File: src/rtl/bfg_pkg.sv
`timescale 1ns / 1ps
// ----------------------------------------------------------------------------
// bfg_pkg
// Shared types, constants and the state-of-charge table of the fuel gauge.
// ----------------------------------------------------------------------------
package bfg_pkg;

  localparam int unsigned MaxPoints       = 16;
  localparam int unsigned SamplesPerGroup = 16;

  typedef enum logic [1:0] {
    REG_CAL_GAIN = 2'd0,
    REG_LOW_THR  = 2'd1,
    REG_CAPACITY = 2'd2,
    REG_LOAD     = 2'd3
  } reg_idx_t;

  // Command from controller to datapath
  typedef struct packed {
    logic acc;      // add sample to group sum
    logic scale;    // scale step; the sum * gain product is registered on the group's last acc
    logic filt;     // filter update
    logic soc;      // percent and flags
    logic rt_mul;   // capacity * percent * 3
    logic div_step; // one restoring step
    logic div2_load; // divide by 5 by reciprocal, start the divide by load
    logic finish;   // latch result
  } dp_cmd_t;

  typedef struct packed {
    logic group_done;
    logic div_done;
  } dp_sts_t;

  function automatic logic [12:0] soc_mv(input logic [3:0] i);
    case (i)
      4'd0:  soc_mv = 13'd3000;
      4'd1:  soc_mv = 13'd3300;
      4'd2:  soc_mv = 13'd3600;
      4'd3:  soc_mv = 13'd3700;
      4'd4:  soc_mv = 13'd3750;
      4'd5:  soc_mv = 13'd3790;
      4'd6:  soc_mv = 13'd3830;
      4'd7:  soc_mv = 13'd3870;
      4'd8:  soc_mv = 13'd3920;
      4'd9:  soc_mv = 13'd3970;
      4'd10: soc_mv = 13'd4100;
      default: soc_mv = 13'd4200;
    endcase
  endfunction

  function automatic logic [6:0] soc_pct(input logic [3:0] i);
    case (i)
      4'd0:  soc_pct = 7'd0;
      4'd1:  soc_pct = 7'd5;
      4'd2:  soc_pct = 7'd10;
      4'd3:  soc_pct = 7'd20;
      4'd4:  soc_pct = 7'd30;
      4'd5:  soc_pct = 7'd40;
      4'd6:  soc_pct = 7'd50;
      4'd7:  soc_pct = 7'd60;
      4'd8:  soc_pct = 7'd70;
      4'd9:  soc_pct = 7'd80;
      4'd10: soc_pct = 7'd90;
      default: soc_pct = 7'd100;
    endcase
  endfunction

endpackage

File: src/rtl/battery_fuel_gauge_top.sv
`timescale 1ns / 1ps
// ----------------------------------------------------------------------------
// battery_fuel_gauge_top
// Averages ADC samples in groups, filters, and reports voltage and charge.
// ----------------------------------------------------------------------------
// Sample items are taken while the sequencer is idle; the last sample of a
// group stalls the input while gain, filter, table lookup, a reciprocal
// multiply for the divide by 5 and a 32-step restoring divide by the load
// current run on the shared datapath, and longer while a stalled receiver
// keeps the output register full. One result item leaves per completed group
// through an output register.
module battery_fuel_gauge_top #(
  parameter int unsigned TABLE_POINTS      = 12
) (
  input  logic               clk,
  input  logic               rst_n,
  input  logic               in_valid,
  output logic               in_stall,
  input  logic [11:0]        in_sample_mv,
  output logic               out_valid,
  input  logic               out_stall,
  output logic [12:0]        out_voltage_mv,
  output logic [6:0]         out_charge_percent,
  output logic               out_present,
  output logic               out_low_flag,
  output logic signed [22:0] out_runtime_minutes,
  input  logic               psel,
  input  logic               penable,
  input  logic               pwrite,
  input  logic [3:0]         paddr,
  input  logic [31:0]        pwdata,
  output logic [31:0]        prdata,
  output logic               pready
);

  logic [15:0] gain_r, cap_r, load_r;
  logic [12:0] thr_r;
  logic        wr;

  assign pready = 1'b1;
  assign wr     = psel && penable && pwrite;

  always_ff @(posedge clk) begin
    if (!rst_n) begin
      gain_r <= 16'd16384;
      thr_r  <= 13'd3300;
      cap_r  <= 16'd1000;
      load_r <= 16'd100;
    end else if (wr) begin
      case (paddr[3:2])
        bfg_pkg::REG_CAL_GAIN: gain_r <= pwdata[15:0];
        bfg_pkg::REG_LOW_THR:  thr_r  <= pwdata[12:0];
        bfg_pkg::REG_CAPACITY: cap_r  <= pwdata[15:0];
        bfg_pkg::REG_LOAD:     load_r <= pwdata[15:0];
        default: ;
      endcase
    end
  end

  always_comb begin
    case (paddr[3:2])
      bfg_pkg::REG_CAL_GAIN: prdata = {16'd0, gain_r};
      bfg_pkg::REG_LOW_THR:  prdata = {19'd0, thr_r};
      bfg_pkg::REG_CAPACITY: prdata = {16'd0, cap_r};
      bfg_pkg::REG_LOAD:     prdata = {16'd0, load_r};
      default:               prdata = '0;
    endcase
  end

  bfg_pkg::dp_cmd_t cmd;
  bfg_pkg::dp_sts_t sts;
  logic             res_load;
  logic             out_valid_r;
  logic [12:0]      mv;
  logic [6:0]       pct;
  logic             pres, lowf;
  logic signed [22:0] rtm;

  bfg_ctrl u_ctrl (
    .clk      (clk),
    .rst_n    (rst_n),
    .in_valid (in_valid),
    .in_stall (in_stall),
    .res_load (res_load),
    .res_free (!out_valid_r || !out_stall),
    .cmd      (cmd),
    .sts      (sts)
  );

  bfg_dp #(
    .TABLE_POINTS      (TABLE_POINTS)
  ) u_dp (
    .clk              (clk),
    .rst_n            (rst_n),
    .cmd              (cmd),
    .sts              (sts),
    .sample_mv        (in_sample_mv),
    .cal_gain         (gain_r),
    .low_threshold_mv (thr_r),
    .capacity_mah     (cap_r),
    .load_ma          (load_r),
    .voltage_mv       (mv),
    .charge_percent   (pct),
    .present          (pres),
    .low_flag         (lowf),
    .runtime_minutes  (rtm)
  );

  always_ff @(posedge clk) begin
    if (!rst_n) begin
      out_valid_r <= 1'b0;
    end else if (res_load) begin
      out_valid_r <= 1'b1;
    end else if (!out_stall) begin
      out_valid_r <= 1'b0;
    end
  end

  always_ff @(posedge clk) begin
    if (res_load) begin
      out_voltage_mv      <= mv;
      out_charge_percent  <= pct;
      out_present         <= pres;
      out_low_flag        <= lowf;
      out_runtime_minutes <= rtm;
    end
  end

  assign out_valid = out_valid_r;

endmodule

File: src/rtl/bfg_ctrl.sv
`timescale 1ns / 1ps
// ----------------------------------------------------------------------------
// bfg_ctrl
// Sequencer: accepts items, steps the datapath through a group end.
// ----------------------------------------------------------------------------
module bfg_ctrl (
  input  logic              clk,
  input  logic              rst_n,
  input  logic              in_valid,
  output logic              in_stall,
  output logic              res_load,
  input  logic              res_free,
  output bfg_pkg::dp_cmd_t  cmd,
  input  bfg_pkg::dp_sts_t  sts
);

  typedef enum logic [7:0] {
    S_IDLE  = 8'b0000_0001,
    S_SCALE = 8'b0000_0010,
    S_FILT  = 8'b0000_0100,
    S_SOC   = 8'b0000_1000,
    S_RTM   = 8'b0001_0000,
    S_DIV1  = 8'b0010_0000,
    S_DIV2  = 8'b0100_0000,
    S_OUT   = 8'b1000_0000
  } state_t;

  state_t state_r, state_nxt;

  always_ff @(posedge clk) begin
    if (!rst_n) begin
      state_r <= S_IDLE;
    end else begin
      state_r <= state_nxt;
    end
  end

  always_comb begin
    state_nxt = state_r;
    cmd       = '0;
    res_load  = 1'b0;
    in_stall  = (state_r != S_IDLE);
    case (state_r)
      S_IDLE: begin
        if (in_valid) begin
          cmd.acc = 1'b1;
          if (sts.group_done) begin
            state_nxt = S_SCALE;
          end
        end
      end
      S_SCALE: begin
        cmd.scale = 1'b1;
        state_nxt = S_FILT;
      end
      S_FILT: begin
        cmd.filt  = 1'b1;
        state_nxt = S_SOC;
      end
      S_SOC: begin
        cmd.soc   = 1'b1;
        state_nxt = S_RTM;
      end
      S_RTM: begin
        cmd.rt_mul   = 1'b1;
        state_nxt    = S_DIV1;
      end
      S_DIV1: begin
        cmd.div2_load = 1'b1;
        state_nxt     = S_DIV2;
      end
      S_DIV2: begin
        if (sts.div_done) begin
          state_nxt = S_OUT;
        end else begin
          cmd.div_step = 1'b1;
        end
      end
      S_OUT: begin
        // hold until the output register is free
        if (res_free) begin
          cmd.finish = 1'b1;
          res_load   = 1'b1;
          state_nxt  = S_IDLE;
        end
      end
      default: state_nxt = S_IDLE;
    endcase
  end

endmodule

File: src/rtl/bfg_dp.sv
`timescale 1ns / 1ps
// ----------------------------------------------------------------------------
// bfg_dp
// Datapath: group sum, gain, filter, table interpolation, runtime divider.
// ----------------------------------------------------------------------------
module bfg_dp #(
  parameter int unsigned TABLE_POINTS      = 12
) (
  input  logic              clk,
  input  logic              rst_n,
  input  bfg_pkg::dp_cmd_t  cmd,
  output bfg_pkg::dp_sts_t  sts,
  input  logic [11:0]       sample_mv,
  input  logic [15:0]       cal_gain,
  input  logic [12:0]       low_threshold_mv,
  input  logic [15:0]       capacity_mah,
  input  logic [15:0]       load_ma,
  output logic [12:0]       voltage_mv,
  output logic [6:0]        charge_percent,
  output logic              present,
  output logic              low_flag,
  output logic signed [22:0] runtime_minutes
);

  localparam int unsigned SHIFT = $clog2(bfg_pkg::SamplesPerGroup) + 6;
  localparam int unsigned PTS   = (TABLE_POINTS > 16) ? 16 : TABLE_POINTS;

  logic [15:0] sum_r;
  logic [3:0]  cnt_r;
  logic [31:0] prod_r;
  logic [20:0] filt_r;
  logic        primed_r;
  logic [6:0]  pct_r;
  logic        pres_r, low_r;
  logic [12:0] mv_r;
  logic [31:0] rt_r;       // dividend / quotient
  logic [16:0] rem_r;
  logic [16:0] dsr_r;
  logic [5:0]  dcnt_r;

  // scaled value: (sum*gain + 2^(S-1)) >> S, saturated
  logic [32:0] rnd;
  logic [20:0] v;
  assign rnd = {1'b0, prod_r} + (33'd1 << (SHIFT - 1));
  assign v   = (|(rnd >> (SHIFT + 21))) ? 21'h1F_FFFF : 21'(rnd >> SHIFT);

  logic [38:0] fsum;
  assign fsum = 39'(filt_r) * 39'd52429 + 39'(v) * 39'd13107 + 39'd32768;

  // interpolation: pick the segment, then round dlt*dp/den by comparing
  // twice the product against odd multiples of the segment width
  logic [6:0]  pct_c;
  logic [20:0] t0;
  always_comb begin
    logic        found;
    logic [3:0]  seg;
    logic [20:0] lo, hi, dlt, den;
    logic [3:0]  dp;
    logic [25:0] num2;
    logic [3:0]  q;
    found = 1'b0;
    seg   = 4'd0;
    t0    = {bfg_pkg::soc_mv(4'd0), 8'd0};
    for (int i = 1; i < 16; i++) begin
      if (!found && i < PTS && filt_r < {bfg_pkg::soc_mv(4'(i)), 8'd0}) begin
        found = 1'b1;
        seg   = 4'(i);
      end
    end
    lo   = {bfg_pkg::soc_mv(seg - 4'd1), 8'd0};
    hi   = {bfg_pkg::soc_mv(seg), 8'd0};
    dlt  = filt_r - lo;
    den  = hi - lo;
    dp   = 4'(bfg_pkg::soc_pct(seg) - bfg_pkg::soc_pct(seg - 4'd1));
    num2 = 26'({dlt, 1'b0}) * 26'(dp);
    q    = 4'd0;
    for (int k = 1; k <= 10; k++) begin
      if (num2 >= 26'(den) * 26'(2 * k - 1)) q = q + 4'd1;
    end
    if (filt_r <= t0) begin
      pct_c = 7'd0;
    end else if (!found) begin
      pct_c = 7'd100;
    end else begin
      pct_c = bfg_pkg::soc_pct(seg - 4'd1) + 7'(q);
    end
  end

  logic [16:0] trial;
  assign trial = {rem_r[15:0], rt_r[31]} - dsr_r;
  logic        div_busy;
  assign div_busy = (dcnt_r != 6'd0);

  // divide by 5 exact for dividends below 2^25
  logic [51:0] rcp;
  assign rcp = 52'(rt_r[24:0]) * 52'd53687092;

  assign sts.group_done = ({28'd0, cnt_r} + 32'd1 >= 32'(bfg_pkg::SamplesPerGroup));
  assign sts.div_done   = !div_busy;

  always_ff @(posedge clk) begin
    if (!rst_n) begin
      sum_r    <= '0;
      cnt_r    <= '0;
      filt_r   <= '0;
      primed_r <= 1'b0;
      dcnt_r   <= '0;
    end else begin
      if (cmd.acc) begin
        if (sts.group_done) begin
          sum_r <= '0;
          cnt_r <= '0;
        end else begin
          sum_r <= sum_r + 16'(sample_mv);
          cnt_r <= cnt_r + 4'd1;
        end
      end
      if (cmd.filt) begin
        primed_r <= 1'b1;
        filt_r   <= primed_r ? 21'(fsum >> 16) : v;
      end
      if (cmd.div2_load) begin
        dcnt_r <= 6'd32;
      end else if (cmd.div_step && div_busy) begin
        dcnt_r <= dcnt_r - 6'd1;
      end
    end
  end

  logic [15:0] fsum_add;
  assign fsum_add = sum_r + 16'(sample_mv);

  always_ff @(posedge clk) begin
    if (cmd.acc && sts.group_done) begin
      prod_r <= 32'(fsum_add) * 32'(cal_gain);
    end
    if (cmd.soc) begin
      pct_r  <= pct_c;
      pres_r <= filt_r > 21'(2500 * 256);
      low_r  <= (filt_r > 21'(2500 * 256)) && (filt_r < {low_threshold_mv, 8'd0});
      mv_r   <= (filt_r[20:8] == 13'h1FFF && filt_r[7]) ? 13'h1FFF
              : 13'((22'(filt_r) + 22'd128) >> 8);
    end
    // capacity * percent * 60 / 100 = capacity * percent * 3 / 5
    if (cmd.rt_mul) begin
      rt_r <= 32'(capacity_mah) * 32'({pct_r, 1'b0} + {2'b0, pct_r});
    end
    if (cmd.div2_load) begin
      rt_r  <= {10'd0, rcp[49:28]};
      rem_r <= '0;
      dsr_r <= (load_ma == 16'd0) ? 17'd1 : {1'b0, load_ma};
    end
    if (cmd.div_step && div_busy) begin
      if (!trial[16]) begin
        rem_r <= trial;
        rt_r  <= {rt_r[30:0], 1'b1};
      end else begin
        rem_r <= {rem_r[15:0], rt_r[31]};
        rt_r  <= {rt_r[30:0], 1'b0};
      end
    end
  end

  assign voltage_mv      = mv_r;
  assign charge_percent  = pct_r;
  assign present         = pres_r;
  assign low_flag        = low_r;
  assign runtime_minutes = pres_r ? $signed(rt_r[22:0]) : -23'sd1;

endmodule

File: config.mk
export PLATFORM = sky130hd
export DESIGN_NAME = battery_fuel_gauge_top
export DESIGN_NICKNAME = d
export VERILOG_FILES = /design/src/rtl/bfg_pkg.sv /design/src/rtl/battery_fuel_gauge_top.sv /design/src/rtl/bfg_ctrl.sv /design/src/rtl/bfg_dp.sv
export SDC_FILE = /design/constraint.sdc
export NUM_CORES = 2
export LEC_CHECK = 0
export BUFFER_PORTS_ARGS = -buffer_cell sky130_fd_sc_hd__buf_2
export CAP_MARGIN = 20
export CORE_ASPECT_RATIO = 0.8
export CORE_MARGIN = 8
export CORE_UTILIZATION = 50
export CTS_CLUSTER_SIZE = 10
export DETAILED_ROUTE_END_ITERATION = 10
export PLACE_DENSITY = 0.7
export SETUP_SLACK_MARGIN = 0.5
export SLEW_MARGIN = 30
export SYNTH_ARGS = -nofsm -noshare
export SYNTH_HDL_FRONTEND = slang
export SYNTH_SLANG_ARGS = --single-unit
File: constraint.sdc
create_clock -name clk -period 31.8 [get_ports clk]
set_clock_uncertainty 0.1 [all_clocks]
set_input_delay 4.77 -clock clk [delete_from_list [all_inputs] [get_ports clk]]
set_output_delay 4.77 -clock clk [all_outputs]
set_load 0.01 [all_outputs]
==> reports/metrics.yaml <==
setup_path:
  arrival_ps: 18710
  worstReg2RegStart: "u_dp.filt_r[17]$_SDFFE_PN0P_"
  cp-end-kind: "register"
  crit_type: "reg -> reg"
  reg2reg_depth: 74
  critPathMostFrequentCell: "ha_1"
  reg2reg_to: "u_dp.charge_percent[6]$_SDFFCE_PP0P_"
  critPathRequiredTime_ps: 31990
  critPathLaunchType: "register"
  ff2ff_setup_slack_ps: 13290
  cp_max_fo: 18
  max_stage_delay_ps: 680
  crit_slowest_cell: "o311ai_0"
clock_network:
  cts_sinks: 272
  tritoncts: "built"
  htree_num_levels: 2
  cts_root_buffer: "clkbuf_16"
  ctsResizeCount: 0
  path_clk_slew_ps: 60
  cts_buffers: 37
  post_cts_buffers: 0
  cts_hold_buf: 0
  insertion_delay_ps: 600
  cts_buffer_depth: 3
synth:
  synth_top_area_cell: "fa_1"
  netlist_area_mm2: 0.0610
  ys.flop_type: "edfxtp_1"
  ys_warn_count: 0
  synth.distinct_cells: 105
  seq_area_frac_synth_pct: 11.4
  avgSynthCellArea_um2: 9.32
  yosys-top-cells-area: "fa_1 (30%), ha_1 (22%), inv_1 (8.5%), edfxtp_1 (7.6%), dfxtp_1 (3.9%)"
  ys_async_sr_fraction_pct: 0
  synth_edf_count: 154
  synth.top_cells.by_count: "inv_1 (1389), ha_1 (1092), fa_1 (914), nand2_1 (588), a21oi_1 (275)"
  ys_ff_latch: 272
  syn_inst: 6549
  yosysMostFrequentCell: "inv_1"
  synth_top_area_share_pct: 30.0
cells_and_area:
  instances_no_fill: 8264
  fin_nets: 8676
  drive_gt1_share_pct: 4.87
  syn_to_final_growth_pct: 6.24
  post-route-util_pct: 53.6
timing:
  relSlewSlack_pct: 35.4
  fmax_mhz: 54.0
  tns_ps: 0
  fin_crit_ps: 18510
  drv_slew: 0
  fin_crit_sh_pct: 58.2
  rsz0062_at_grt: "no"
  hold_viol_final: 0
  tightest_slew_ps: 966
  setup_viol: 0
  hold_ws_ps: 320
global_route:
  grt_overflow: 0
  antenna_found_initial: 10
  grt_usage_pct: 24.9
  grt_max_degree: 74
  grt_pass1_vias: 47200
  grt_pass1_wl_um: 264000
place:
  hpwl_um: 137000
  dp.cells: 8200
  place_congestion: 0.965
  io_buffer_count: 99
flow_run:
  drv_cap: 0
worst_hold_path:
  hp-start: "u_dp.voltage_mv[0]$_SDFFCE_PP1P_"
  min_delay_path_depth: 0
  min_path_type: "reg -> reg"
  hold_end: "out_voltage_mv[0]$_DFFE_PP_"
drt:
  postRouteAntennaNets: 0
  dr_wl_met3_um: 18100
  viasPerCell: 5.57
  num_vias: 46000
  wl_met2_um: 67000
  drt-initial-drc-count: 3667
  top_layer: "met5"
  wl_met1_um: 76500
  drt_wl_total_um: 165000
  firstDrtPassIters: 6
  drc: 0
  wl_per_cell_um: 19.9
floorplan:
  row_count: 114
  die_h_um: 329
  die_area_mm2: 0.134
  io_pins: 135
  die_w_um: 407
  core_region_area_mm2: 0.121
  initial_core_util_pct: 50.5
power:
  p_per_area_mw_per_mm2: 15.9
  ir_drop_uv: 54.8
  p_leak_nw: 33.4
outcome:
  status: "completed"
## layer usage
layer  GRT usage (%)  vias up
li1                -    21200
met1            38.1    22800
met2            35.6     1855
met3            6.08      198
met4            4.64        4
met5               0        -
## kinds of logic after synthesis
logic type | after synthesis | synth area share, %
fa+ha+maj | 2011 | 52.4
buf+inv | 1573 | 9.78
simple gates | 1420 | 11.0
compound gates | 949 | 10.2
xor+xnor | 284 | 4.23
flops | 272 | 11.4
mux | 38 | 0.910
other cells | 2 | 0.0123
## layout make-up
type	count	area (um2)
Fill cell	11000	56100
Multi-Input combinational cell	4721	48300
Sequential cell	272	6990
Inverter	1394	5240
Tap cell	1624	2030
Timing Repair Buffer	189	1190
Clock buffer	51	978
Clock inverter	11	160
Antenna cell	2	5.00
## worst max path at each step
stage | startpoint | to | cells past startpoint
global route | u_dp.filt_r[16]$_SDFFE_PN0P_ | u_dp.charge_percent[6]$_SDFFCE_PP0P_ | 75
detailed placement | u_dp.filt_r[16]$_SDFFE_PN0P_ | u_dp.charge_percent[6]$_SDFFCE_PP0P_ | 74
finish | u_dp.filt_r[17]$_SDFFE_PN0P_ | u_dp.charge_percent[6]$_SDFFCE_PP0P_ | 74
floorplan | u_dp.filt_r[14]$_SDFFE_PN0P_ | u_dp.charge_percent[5]$_SDFFCE_PP0P_ | 73
CTS | u_dp.filt_r[16]$_SDFFE_PN0P_ | u_dp.charge_percent[6]$_SDFFCE_PP0P_ | 74
global placement | u_dp.filt_r[17]$_SDFFE_PN0P_ | u_dp.charge_percent[6]$_SDFFCE_PP0P_ | 70
## metrics by stage
stage	setup WS (ps)	power (mW)	instance area, um2
2_1_floorplan	16110	0.557	61100
3_3_place_gp	13910	0.627	63600
3_5_place_dp	13700	0.633	63700
4_1_cts	13590	1.04	64800
5_1_grt	12160	1.09	64900
6_report	13290	1.03	64900
## worst max-delay path: cells and delay by family (launching register included)
kind	cells	cell delay (ps)
muxes	2	580
and+or+nand+nor	18	2990
xor gates and xnor gates	5	1040
DFF	1	310
adders and majority gates	17	5800
buffers and inverters	7	1100
AOI/OAI and AO/OA	25	6270
## state kept, by name, indices dropped and copies added (netlist names), 16 cells and up
register,count
u_dp.sum_r,16
u_dp.filt_r,21
cap_r,16
out_runtime_minutes,23
u_dp.rem_r,16
load_r,16
u_dp.rt_r,32
gain_r,16
u_dp.dsr_r,16
u_dp.prod_r,23
## power by group
part	total [mW]	switching, mW	internal (mW)
clock network	0.407	0.181	0.227
registers	0.383	0.00490	0.378
logic	0.244	0.154	0.0902
total	1.03	0.339	0.695
## cells in the final DEF (no fill, tap or decap), types with 19 or more instances in the layout
cell type	n
and3_1	26
nand3_1	81
a21oi_1	274
o21ai_0	174
and2_1	164
nor3_1	54
ha_1	1092
nand2b_1	75
a211oi_1	23
o211ai_1	26
xnor2_1	174
nand2_1	588
nand4_1	22
buf_2	98
nor2_1	250
a21o_1	94
xor2_1	97
fa_1	914
edfxtp_1	154
conb_1	19
inv_1	1388
o21bai_1	59
buf_4	88
o21a_1	41
nor2b_1	68
dfxtp_1	116
a31oi_1	34
a21boi_0	66
clkbuf_16	37
No activity file was read; power rests on OpenSTA's default activity.
